### src/design/psb_pkg.sv
// Shared types and constants for the profile select button controller.
`default_nettype none
package psb_pkg;

   localparam int unsigned BUTTON_W          = 16;
   localparam int unsigned BUTTON_COUNT_DEF  = 16;
   localparam int unsigned TICKS_W           = 16;
   localparam int unsigned BLINKS_W          = 6;
   localparam int unsigned INDEX_W           = 4;
   localparam int unsigned CSR_ADDR_W        = 2;

   localparam logic [TICKS_W-1:0] LEAD_DELAY_RST   = 16'd15624;
   localparam logic [TICKS_W-1:0] BLINK_PERIOD_RST = 16'd3905;
   localparam logic [TICKS_W-1:0] TAIL_DELAY_RST   = 16'd15624;

   localparam logic [CSR_ADDR_W-1:0] CSR_LEAD_DELAY   = 2'd0;
   localparam logic [CSR_ADDR_W-1:0] CSR_BLINK_PERIOD = 2'd1;
   localparam logic [CSR_ADDR_W-1:0] CSR_TAIL_DELAY   = 2'd2;

   typedef enum logic [2:0] {
      PH_ALLOWED = 3'd0,
      PH_LOCKED  = 3'd1,
      PH_ARMED   = 3'd2,
      PH_LEAD    = 3'd3,
      PH_BLINK   = 3'd4,
      PH_TAIL    = 3'd5
   } phase_type;

   typedef struct packed {
      logic                mode_pressed;
      logic [BUTTON_W-1:0] buttons;
      logic                tick;
   } req_payload_type;

   typedef struct packed {
      logic               led_on;
      logic               load_profile;
      logic [INDEX_W-1:0] profile_index;
      logic [2:0]         phase;
   } rsp_payload_type;

   typedef struct packed {
      logic [TICKS_W-1:0] lead_delay_ticks;
      logic [TICKS_W-1:0] blink_period_ticks;
      logic [TICKS_W-1:0] tail_delay_ticks;
   } cfg_type;

endpackage
`default_nettype wire

### src/design/psb_csr.sv
// Timer compare configuration registers.
`default_nettype none
module psb_csr
   import psb_pkg::*;
(
   input  wire logic                  clock,
   input  wire logic                  reset,
   input  wire logic                  csr_valid,
   output logic                       csr_ready,
   input  wire logic [CSR_ADDR_W-1:0] csr_index,
   input  wire logic [TICKS_W-1:0]    csr_data,
   output cfg_type                    cfg
);

   cfg_type cfg_ff;
   cfg_type cfg_in;
   logic    wr;

   assign csr_ready = 1'b1;
   assign wr        = csr_valid && csr_ready;

   always_comb begin
      cfg_in = cfg_ff;
      if (wr) begin
         unique case (csr_index)
            CSR_LEAD_DELAY:   cfg_in.lead_delay_ticks   = csr_data;
            CSR_BLINK_PERIOD: cfg_in.blink_period_ticks = csr_data;
            CSR_TAIL_DELAY:   cfg_in.tail_delay_ticks   = csr_data;
            default:          cfg_in = cfg_ff;
         endcase
      end
   end

   always_ff @(posedge clock) begin
      if (reset) begin
         cfg_ff.lead_delay_ticks   <= LEAD_DELAY_RST;
         cfg_ff.blink_period_ticks <= BLINK_PERIOD_RST;
         cfg_ff.tail_delay_ticks   <= TAIL_DELAY_RST;
      end else begin
         cfg_ff <= cfg_in;
      end
   end

   assign cfg = cfg_ff;

endmodule
`default_nettype wire

### src/design/psb_ctrl.sv
// Phase state machine, CTC timer and LED control; updates once per step.
`default_nettype none
module psb_ctrl
   import psb_pkg::*;
#(
   parameter int unsigned BUTTON_COUNT = BUTTON_COUNT_DEF
) (
   input  wire logic      clock,
   input  wire logic      reset,
   input  wire logic      step,
   input  req_payload_type item,
   input  cfg_type        cfg,
   output rsp_payload_type result
);

   phase_type            phase_ff, phase_in, phase_a;
   logic [BLINKS_W-1:0]  blinks_ff, blinks_in, blinks_a, blinks_dec;
   logic [TICKS_W-1:0]   count_ff, count_in, count_t;
   logic [TICKS_W-1:0]   compare_ff, compare_in;
   logic                 flag_ff, flag_in, flag_t, flag_a;
   logic                 led_ff, led_in;

   logic [BUTTON_W-1:0]  mask;
   logic [BUTTON_W-1:0]  btn;
   logic                 any_btn;
   logic [INDEX_W-1:0]   low_idx;
   logic                 hit;
   logic                 select;
   logic                 load;

   always_comb begin
      for (int i = 0; i < BUTTON_W; i++) begin
         mask[i] = (i < BUTTON_COUNT);
      end
   end

   assign btn     = item.buttons & mask;
   assign any_btn = |btn;

   // lowest pressed button wins
   always_comb begin
      low_idx = '0;
      for (int i = BUTTON_W - 1; i >= 0; i--) begin
         if (btn[i]) begin
            low_idx = INDEX_W'(i);
         end
      end
   end

   // timer advances ahead of the phase logic
   assign hit     = item.tick && (count_ff == compare_ff);
   assign count_t = !item.tick ? count_ff : (hit ? '0 : count_ff + 1'b1);
   assign flag_t  = flag_ff || hit;

   assign select     = item.mode_pressed && (phase_ff == PH_ARMED) && any_btn;
   assign flag_a     = select ? 1'b0 : flag_t;
   assign blinks_a   = select ? ({1'b0, low_idx, 1'b0} + BLINKS_W'(2)) : blinks_ff;
   assign blinks_dec = blinks_a - 1'b1;

   // next state
   always_comb begin
      phase_a = phase_ff;
      if (item.mode_pressed) begin
         if (phase_ff == PH_ALLOWED) begin
            phase_a = any_btn ? PH_LOCKED : PH_ARMED;
         end else if (select) begin
            phase_a = PH_LEAD;
         end
      end else if (phase_ff != PH_BLINK && phase_ff != PH_LEAD && phase_ff != PH_TAIL) begin
         phase_a = PH_ALLOWED;
      end

      phase_in = phase_a;
      if (flag_a) begin
         unique case (phase_a)
            PH_LEAD:  phase_in = PH_BLINK;
            PH_BLINK: phase_in = (blinks_dec == '0) ? PH_TAIL : PH_BLINK;
            PH_TAIL:  phase_in = PH_LOCKED;
            default:  phase_in = phase_a;
         endcase
      end
   end

   // datapath and outputs
   always_comb begin
      count_in   = select ? '0 : count_t;
      compare_in = select ? cfg.lead_delay_ticks : compare_ff;
      flag_in    = flag_a;
      blinks_in  = blinks_a;
      led_in     = led_ff;
      load       = select;

      if (item.mode_pressed) begin
         if (phase_ff == PH_ALLOWED && !any_btn) begin
            led_in = 1'b0;
         end
      end else if (phase_ff != PH_BLINK && phase_ff != PH_LEAD && phase_ff != PH_TAIL) begin
         led_in = 1'b1;
      end

      if (flag_a) begin
         unique case (phase_a)
            PH_LEAD: begin
               flag_in    = 1'b0;
               compare_in = cfg.blink_period_ticks;
            end
            PH_BLINK: begin
               flag_in   = 1'b0;
               led_in    = ~led_in;
               blinks_in = blinks_dec;
               if (blinks_dec == '0) begin
                  compare_in = cfg.tail_delay_ticks;
               end
            end
            PH_TAIL: begin
               flag_in = 1'b0;
               led_in  = 1'b1;
            end
            default: flag_in = flag_a;
         endcase
      end

      result.led_on        = led_in;
      result.load_profile  = load;
      result.profile_index = load ? low_idx : '0;
      result.phase         = phase_in;
   end

   always_ff @(posedge clock) begin
      if (reset) begin
         phase_ff   <= PH_ALLOWED;
         blinks_ff  <= '0;
         count_ff   <= '0;
         compare_ff <= '0;
         flag_ff    <= 1'b0;
         led_ff     <= 1'b1;
      end else if (step) begin
         phase_ff   <= phase_in;
         blinks_ff  <= blinks_in;
         count_ff   <= count_in;
         compare_ff <= compare_in;
         flag_ff    <= flag_in;
         led_ff     <= led_in;
      end
   end

`ifndef SYNTHESIS
   a_select_starts_lead: assert property (@(posedge clock) disable iff (reset)
      (step && select) |=> (phase_ff == PH_LEAD && count_ff == '0 && !flag_ff))
      else $error("profile select did not start a clean lead wait");

   a_blink_count_live: assert property (@(posedge clock) disable iff (reset)
      (phase_ff == PH_BLINK) |-> (blinks_ff != '0))
      else $error("blinking with no blinks left");

   a_armed_led_off: assert property (@(posedge clock) disable iff (reset)
      (phase_ff == PH_ARMED) |-> !led_ff)
      else $error("LED on while armed");

   a_idle_led_on: assert property (@(posedge clock) disable iff (reset)
      (phase_ff == PH_ALLOWED || phase_ff == PH_LOCKED) |-> led_ff)
      else $error("LED off while allowed or locked");
`endif

endmodule
`default_nettype wire

### src/design/profile_select_button_fsm_top.sv
// Top level of the profile select button controller.
// One poll transaction in, one result transaction out. A transaction is
// registered on acceptance, processed by the state update once the result
// register is free and held there until taken, so a new poll can be
// accepted every cycle while the result side keeps up; a stalled result
// holds one poll in the input register. The three timer compare registers
// (lead delay, blink period, tail delay) are written through the csr_ port,
// by the user only while the block is idle (the block does not enforce
// this), and take effect the next time the timer loads that compare value.
`default_nettype none
module profile_select_button_fsm_top
   import psb_pkg::*;
#(
   parameter int unsigned BUTTON_COUNT = BUTTON_COUNT_DEF
) (
   input  wire logic                  clock,
   input  wire logic                  reset,
   input  wire logic                  req_valid,
   output logic                       req_ready,
   input  req_payload_type            req_payload,
   output logic                       rsp_valid,
   input  wire logic                  rsp_ready,
   output rsp_payload_type            rsp_payload,
   input  wire logic                  csr_valid,
   output logic                       csr_ready,
   input  wire logic [CSR_ADDR_W-1:0] csr_index,
   input  wire logic [TICKS_W-1:0]    csr_data
);

   logic            in_valid_ff, in_valid_in;
   req_payload_type in_data_ff;
   logic            rsp_valid_ff, rsp_valid_in;
   rsp_payload_type rsp_data_ff;
   rsp_payload_type result;
   cfg_type         cfg;
   logic            advance;
   logic            step;
   logic            take;

   assign advance   = !rsp_valid_ff || rsp_ready;
   assign step      = in_valid_ff && advance;
   assign req_ready = !in_valid_ff || advance;
   assign take      = req_valid && req_ready;

   assign in_valid_in  = take ? 1'b1 : (step ? 1'b0 : in_valid_ff);
   assign rsp_valid_in = step ? 1'b1 : (rsp_ready ? 1'b0 : rsp_valid_ff);

   psb_csr u_csr (
      .clock     (clock),
      .reset     (reset),
      .csr_valid (csr_valid),
      .csr_ready (csr_ready),
      .csr_index (csr_index),
      .csr_data  (csr_data),
      .cfg       (cfg)
   );

   psb_ctrl #(
      .BUTTON_COUNT (BUTTON_COUNT)
   ) u_ctrl (
      .clock  (clock),
      .reset  (reset),
      .step   (step),
      .item   (in_data_ff),
      .cfg    (cfg),
      .result (result)
   );

   always_ff @(posedge clock) begin
      if (reset) begin
         in_valid_ff  <= 1'b0;
         rsp_valid_ff <= 1'b0;
      end else begin
         in_valid_ff  <= in_valid_in;
         rsp_valid_ff <= rsp_valid_in;
      end
   end

   always_ff @(posedge clock) begin
      if (take) begin
         in_data_ff <= req_payload;
      end
      if (step) begin
         rsp_data_ff <= result;
      end
   end

   assign rsp_valid   = rsp_valid_ff;
   assign rsp_payload = rsp_data_ff;

endmodule
`default_nettype wire

### config.mk
export PLATFORM = sky130hd
export DESIGN_NAME = profile_select_button_fsm_top
export DESIGN_NICKNAME = d
export VERILOG_FILES = /design/src/design/psb_pkg.sv /design/src/design/psb_csr.sv /design/src/design/psb_ctrl.sv /design/src/design/profile_select_button_fsm_top.sv
export SDC_FILE = /design/constraint.sdc
export NUM_CORES = 1
export LEC_CHECK = 0
export BUFFER_PORTS_ARGS = -buffer_cell sky130_fd_sc_hd__buf_4
export CAP_MARGIN = 40
export CORE_ASPECT_RATIO = 0.6
export CORE_MARGIN = 8
export CORE_UTILIZATION = 54
export CTS_CLUSTER_DIAMETER = 60
export DETAILED_ROUTE_END_ITERATION = 12
export PLACE_DENSITY = 0.85
export SLEW_MARGIN = 20
export SYNTH_ARGS = -nofsm -noshare
export SYNTH_HDL_FRONTEND = slang
export SYNTH_HIERARCHICAL = 1
export SYNTH_SLANG_ARGS = --single-unit
### constraint.sdc
create_clock -name clock -period 3.1 [get_ports clock]
set_input_delay 0.31 -clock clock [delete_from_list [all_inputs] [get_ports clock]]
set_output_delay 0.31 -clock clock [all_outputs]
set_load 0.1 [all_outputs]
== Yosys cells after proc, flatten, opt, wreduce, memory -nomap -nowiden ==
Cells that the tools add are included.
Word-level totals
  RAM bits: 0
  memory bits (read-only): 0
  input bits: 41
  word-level logic and storage cells: 104
  bits in registers: 120
  latch bits: 0
  memories: 0
  output and inout port bits: 12
Operators by class
  div/mod/pow operators: 0
  order comparisons: 0
  $mul: 0
  equality and inequality tests: 10
  reductions and logical operators: 26
  multiplexer cells: 46
  bitwise gates (word level): 1
  shift-type cells: 0
  add/sub/neg operators: 3
Operator list (number)
  $mux 16: 6
  $mux 4: 16
  $pmux 16 s2: 1
  $mux 6: 3
  $add 16x1->16 const B: 1
  $eq 16x16->1: 1
  $reduce_or 16->1: 1
  $mux 3: 5
  $mux 1: 12
  $pmux 3 s3: 1
  $logic_and 1x1->1: 8
  $reduce_and 2->1: 4
  $add 5x2->6 const B: 1
  $eq 3x2->1 const B: 2
  $eq 3x3->1 const B: 2
  $logic_not 6->1: 1
  $ne 3x3->1 const B: 2
  $reduce_bool 2->1: 3
  $sub 6x1->6 const B: 1
  $logic_not 1->1: 3
  $logic_not 3->1: 1
  $logic_or 1x1->1: 3
  $ne 3x2->1 const B: 1
  $reduce_or 3->1: 1
  other kinds (6): 6

== Longest topological paths before layout ==
  depth in word-level cells: 23
  mapped depth: 14
  mapped depth without buffers: 12

== Hierarchy ==
Netlist, hierarchy kept.
By module, submodules not included
  psb_ctrl: cells an instance 440, instances 1, area each 3488.3 um2, seq. area each 860.8 um2
  psb_csr: cells an instance 186, instances 1, area each 1944.4 um2, seq. area each 960.9 um2
  profile_select_button_fsm_top: cells an instance 37, instances 1, area each 914.6 um2, seq. area each 850.8 um2

== Worst setup path before layout ==
No wires, ideal clock.
  path kind: register -> register
  from: reg in_data_ff[5] (netlist bit)
  to: reg u_ctrl.phase_ff[0]
  arrival: 2.875 ns
  path slack: 0.121 ns
  clock period less this slack: 2.979 ns
  path buffers: 2
  library setup time: 0.103 ns
  cell stages (with the launch flop): 14
  required time: 2.997 ns
  cell sequence: edfxtp_1 -> nor4_4 -> nand4_2 -> nand2_2 -> clkbuf_1 -> nor3_1 -> a21oi_1 -> ha_1 -> a221oi_1 -> a21oi_1 -> o2111a_2 -> buf_6 -> a41oi_4 -> a2111oi_2
On the way
  cells in the longest elaborated chain, start to end: 12
  elaborated cells on any way between the ends: 22
  classes of those cells: add/sub (2); eq/ne (3); mux (14); reduce/logical (3)
RTL lines
  start: declaration: line profile_select_button_fsm_top.sv:31  | req_payload_type in_data_ff;
  start signal: assignment: line profile_select_button_fsm_top.sv:81  | in_data_ff <= req_payload;
  $mux 4 (5 in a row): line psb_ctrl.sv:44  | if (btn[i]) begin
  $add 5x2->6: line psb_ctrl.sv:57  | assign blinks_a = select ? ({1'b0, low_idx, 1'b0} + BLINKS_W'(2)) : blinks_ff;
  $mux 6: line psb_ctrl.sv:57
  $sub 6x1->6: line psb_ctrl.sv:58  | assign blinks_dec = blinks_a - 1'b1;
  $logic_not 6->1: line psb_ctrl.sv:77  | PH_BLINK: phase_in = (blinks_dec == '0) ? PH_TAIL : PH_BLINK;
  $mux 1: line psb_ctrl.sv:77
  $pmux 3 s3: line psb_ctrl.sv:75  | unique case (phase_a)
  $mux 3 *: line psb_ctrl.sv:74  | if (flag_a) begin
  end signal: assignment: line psb_ctrl.sv:138  | phase_ff <= phase_in;
  end: declaration: line psb_ctrl.sv:16  | phase_type phase_ff, phase_in, phase_a;
Mark *: on every way between the ends. The rest lies on a longest branch, timed or not.
A chain may end at the register's enable or synchronous reset.

== Worst setup path after layout ==
  from: reg in_data_ff[8] (netlist bit)
  to: reg u_ctrl.compare_ff[14]
On the way
  cells in the longest elaborated chain, start to end: 15
  elaborated cells on any way between the ends: 25
  classes of those cells: add/sub (2); eq/ne (2); mux (18); reduce/logical (3)
RTL lines
  $mux 4 (8 in a row): line psb_ctrl.sv:44
  $add 5x2->6: line psb_ctrl.sv:57
  $mux 6: line psb_ctrl.sv:57
  $sub 6x1->6: line psb_ctrl.sv:58
  $logic_not 6->1: line psb_ctrl.sv:111  | if (blinks_dec == '0) begin
  $mux 16: line psb_ctrl.sv:111
  $pmux 16 s2: line psb_ctrl.sv:102  | unique case (phase_a)
  $mux 16 *: line psb_ctrl.sv:101  | if (flag_a) begin
  end signal: assignment: line psb_ctrl.sv:141  | compare_ff <= compare_in;
  end: declaration: line psb_ctrl.sv:19  | logic [TICKS_W-1:0] compare_ff, compare_in;
Marked as above.

==> metrics.yaml <==
async_reset_ff_share_pct: 0
worstPathArrival_ns: 3.49
synth_mux_area_share_pct: 11.0
place.gp.congestion: 0.871
die-area_mm2: 0.0156
setup_viol: 17
synthSimpleGateAreaFrac_pct: 22.9
synth_nets: 708
die_height_um: 100
min_path_type: "input port to flop"
grtUsageTotal_pct: 23.0
critPathTopFamily: "compound AO/OA/AOI/OAI gates"
synthTopCellsByArea: "dfxtp_1 (29%), edfxtp_1 (13%), mux2i_1 (11%), nor2_1 (5.4%), nand2b_1 (4.4%)"
fmax_ghz: 0.314
power_leakage_nw: 3.01
wl_per_cell_um: 20.7
finalMaxSlewViolations: 0
fin_crit_ns: 3.19
synth_edf_count: 27
cp.required_ns: 3.41
fin_crit_sh_pct: 103
cts_tree: "yes"
path_clk_slew_ns: 0.06
wl_um: 18400
yosys.cell_types.count: 75
drc: 0
fin_hold_ws_ns: 0.0623
numCtsBuffers: 17
skew_ns: 0.00909
viasPerCell: 6.27
crit_fanout: 7
htree_levels: 4
clk-insertion-delay-late_ns: 0.42
synthFlopType: "dfxtp_1"
worst_slack_ns: -0.0851
num_rows: 30
antenna_left: 0
antenna_found_initial: 0
r2r_start: "in_data_ff[8]"
syn-cell-area_mm2: 0.00635
yosys_warnings: 6
drive_gt1_share_pct: 21.0
yosys.area.top_type: "dfxtp_1"
cpPeakStageDelay_ns: 0.46
cap_violations: 0
syn_inst: 663
grt_max_degree: 71
synth-compound-area-share_pct: 13.1
startpoint_type: "flop"
via_count: 5584
synth.avg_cell_area_um2: 9.57
dp_hpwl_um: 11400
crit_type: "flop to flop"
power.density_mw_per_mm2: 560
r2r_end: "u_ctrl/compare_ff[14]"
status: "finished with violations"
drt_pre_antenna_iters: 6
coreArea_mm2: 0.0114
crit_chain: "nor2b_1 -> o21ai_0 -> a21oi_1 -> nor2_1 -> inv_1 -> ha_1 -> inv_2 -> o21ai_1 -> xnor2_1 -> buf_4 -> o2111a_2 -> buf_6 -> a211oi_1 -> a311o_1"
synth_top_family_by_area: "simple AND/OR/NAND/NOR gates"
worstSetupPathDepth: 14
grt_pass1_wl_um: 28400
ys_seq_area_share_pct: 42.1
violations: "negative setup slack"
cts_sinks: 120
synth_seq_cells: 120
cp-startpoint: "in_data_ff[8]"
syn2layout_area_growth_pct: 19.8
rrSetupSlack_ns: -0.09
initial_core_util_pct: 55.8
synth_xor_area_share_pct: 5.11
endpoint: "u_ctrl/compare_ff[14]"
fin_nets: 762
synth.top_cell.area_share_pct: 29.3
overflow: 0
die_w_um: 156
drt_iter0_markers: 804
cp_slowest_cell: "edfxtp_1"
synth_fa_ha_area_share_pct: 0.788
ios: 53
clockBufferDepth: 2
worst-path-buf-inv: 4
reg2regPathDepth: 14
antenna_cells: 0
relSlewSlack_pct: 60.6
end_kind: "flop"
grt_pass1_vias: 5456
final_hold_viol_count: 0
worstMarginPinSlew_ns: 0.590
placement.io_buffers: 51
root_buffer: "clkbuf_16"
p_total_mw: 4.26
ir_drop_uv: 439
area by class of cell:
type	count	area (um^2)
multi-input cells	486	3480
flip-flops and latches	120	2670
inverters	15	56.3
well taps	160	200
clock inverters	14	169
repair buffers	77	589
fillers	819	3770
clock buffers	18	439
cell usage after synthesis, types with 3 or more instances:
cell type	instances
a21oi_1	14
a2111oi_2	3
ha_1	4
a311oi_1	13
and2_1	4
mux2i_1	68
or3b_1	3
buf_6	7
edfxtp_1	27
a311o_1	14
nor4_4	4
nor4_1	5
o21bai_1	3
nand4_1	5
nand2b_1	45
a31oi_1	4
clkbuf_1	19
inv_1	13
o21ai_0	10
a211oi_1	16
and2_4	4
xnor2_1	9
and3_1	4
nor3_1	10
buf_4	4
and4_1	4
buf_2	15
nor2_1	92
nand3_1	9
or3_1	17
nor2b_1	4
xor2_1	28
dfxtp_1	93
nand2_1	42
power breakdown:
| part | switching, mW | internal [mW] | leakage (nW) |
|---|---|---|---|
| clock network | 0.769 | 1.29 | 0.302 |
| registers | 0.0679 | 1.66 | 1.01 |
| logic | 0.279 | 0.189 | 1.69 |
| total | 1.12 | 3.14 | 3.01 |
worst register-to-register path: cells and delay by family (launching register included):
kind / cells / cell delay, ns
AOI/OAI and AO/OA: 6 / 1.33
xor gates and xnor gates: 1 / 0.15
adders and majority gates: 1 / 0.34
buffers and inverters: 4 / 0.44
DFF: 1 / 0.46
and+or+nand+nor: 2 / 0.35
per-stage QoR:
| stage | util [%] | TNS, ns | instances | setup WS [ns] | area [um^2] |
|---|---|---|---|---|---|
| 3_5_place_dp | 59.8 | -0.0582 | 845 | -0.00966 | 6800 |
| 5_1_grt | 66.8 | -1.84 | 890 | -0.152 | 7600 |
| 6_report | 66.8 | -0.717 | 890 | -0.0851 | 7600 |
| 4_1_cts | 65.6 | 0 | 882 | 0.00443 | 7470 |
| 2_1_floorplan | - | 0 | 663 | 0.121 | 6350 |
| 3_3_place_gp | 59.8 | 0 | 845 | 0.106 | 6800 |
sequential cells by signal (all words and copies together), names as in the netlist:
| name | count |
|---|---|
| u_ctrl/phase_ff | 3 |
| u_ctrl/blinks_ff | 6 |
| in_valid_ff | 1 |
| u_ctrl/compare_ff | 16 |
| in_data_ff | 18 |
| rsp_valid | 1 |
| u_ctrl/flag_ff | 1 |
| rsp_payload | 9 |
| u_ctrl/led_ff | 1 |
| u_ctrl/count_ff | 16 |
| u_csr/cfg | 48 |
layout by cell type (no fill, tap or decap), types with 4 or more instances in the layout:
| cell | n |
|---|---|
| a211oi_1 | 16 |
| a21oi_1 | 11 |
| a21oi_2 | 4 |
| a311o_1 | 14 |
| a311oi_1 | 13 |
| a31oi_1 | 4 |
| and2_1 | 4 |
| and2_4 | 5 |
| and3_1 | 4 |
| and4_1 | 4 |
| buf_4 | 74 |
| clkbuf_16 | 17 |
| dfxtp_1 | 93 |
| edfxtp_1 | 27 |
| inv_1 | 12 |
| mux2i_1 | 67 |
| nand2_1 | 42 |
| nand2b_1 | 45 |
| nand3_1 | 9 |
| nand4_1 | 5 |
| nor2_1 | 91 |
| nor2b_1 | 4 |
| nor3_1 | 9 |
| nor4_1 | 4 |
| nor4_4 | 5 |
| o2111a_2 | 4 |
| o21ai_0 | 8 |
| o21ai_1 | 4 |
| or3_1 | 17 |
| xnor2_1 | 9 |
| xor2_1 | 28 |
per-layer routing:
layer  vias up  global-route usage [%]  share of wire [%]
met2       382                    33.9                 43
li1       2486                       -                  -
met5         -                       0                  0
met3        69                    7.59                 11
met1      2647                    30.3                 43
met4         0                    9.94                2.6
how the worst min path moves through the flow:
stage	startpoint	endpoint	slack (ns)	cells past startpoint
after global placement	u_csr/cfg[47]	u_csr/cfg[47]	0.46	2
after CTS	req_payload[9]	in_data_ff[9]	0.06	1
after floorplan	reset	in_valid_ff	0.37	1
after global routing	req_payload[3]	in_data_ff[3]	0.05	1
final	req_payload[5]	in_data_ff[5]	0.06	1
after detailed placement	u_csr/cfg[4]	u_csr/cfg[4]	0.47	2
timing repair:
action	CTS	global route
gates resized for setup	3	19
buffers inserted	3	6
endpoints found under the setup margin	18	18
gates cloned	2	2
hold buffers	0	0
pin swaps	1	7
logic make-up after synthesis:
logic type | after synthesis
other cells | 1
xor+xnor | 37
mux | 69
flops | 120
compound gates | 104
simple gates | 267
fa+ha+maj | 4
buf+inv | 61
Note: power is estimated with default switching activity, not from simulation.
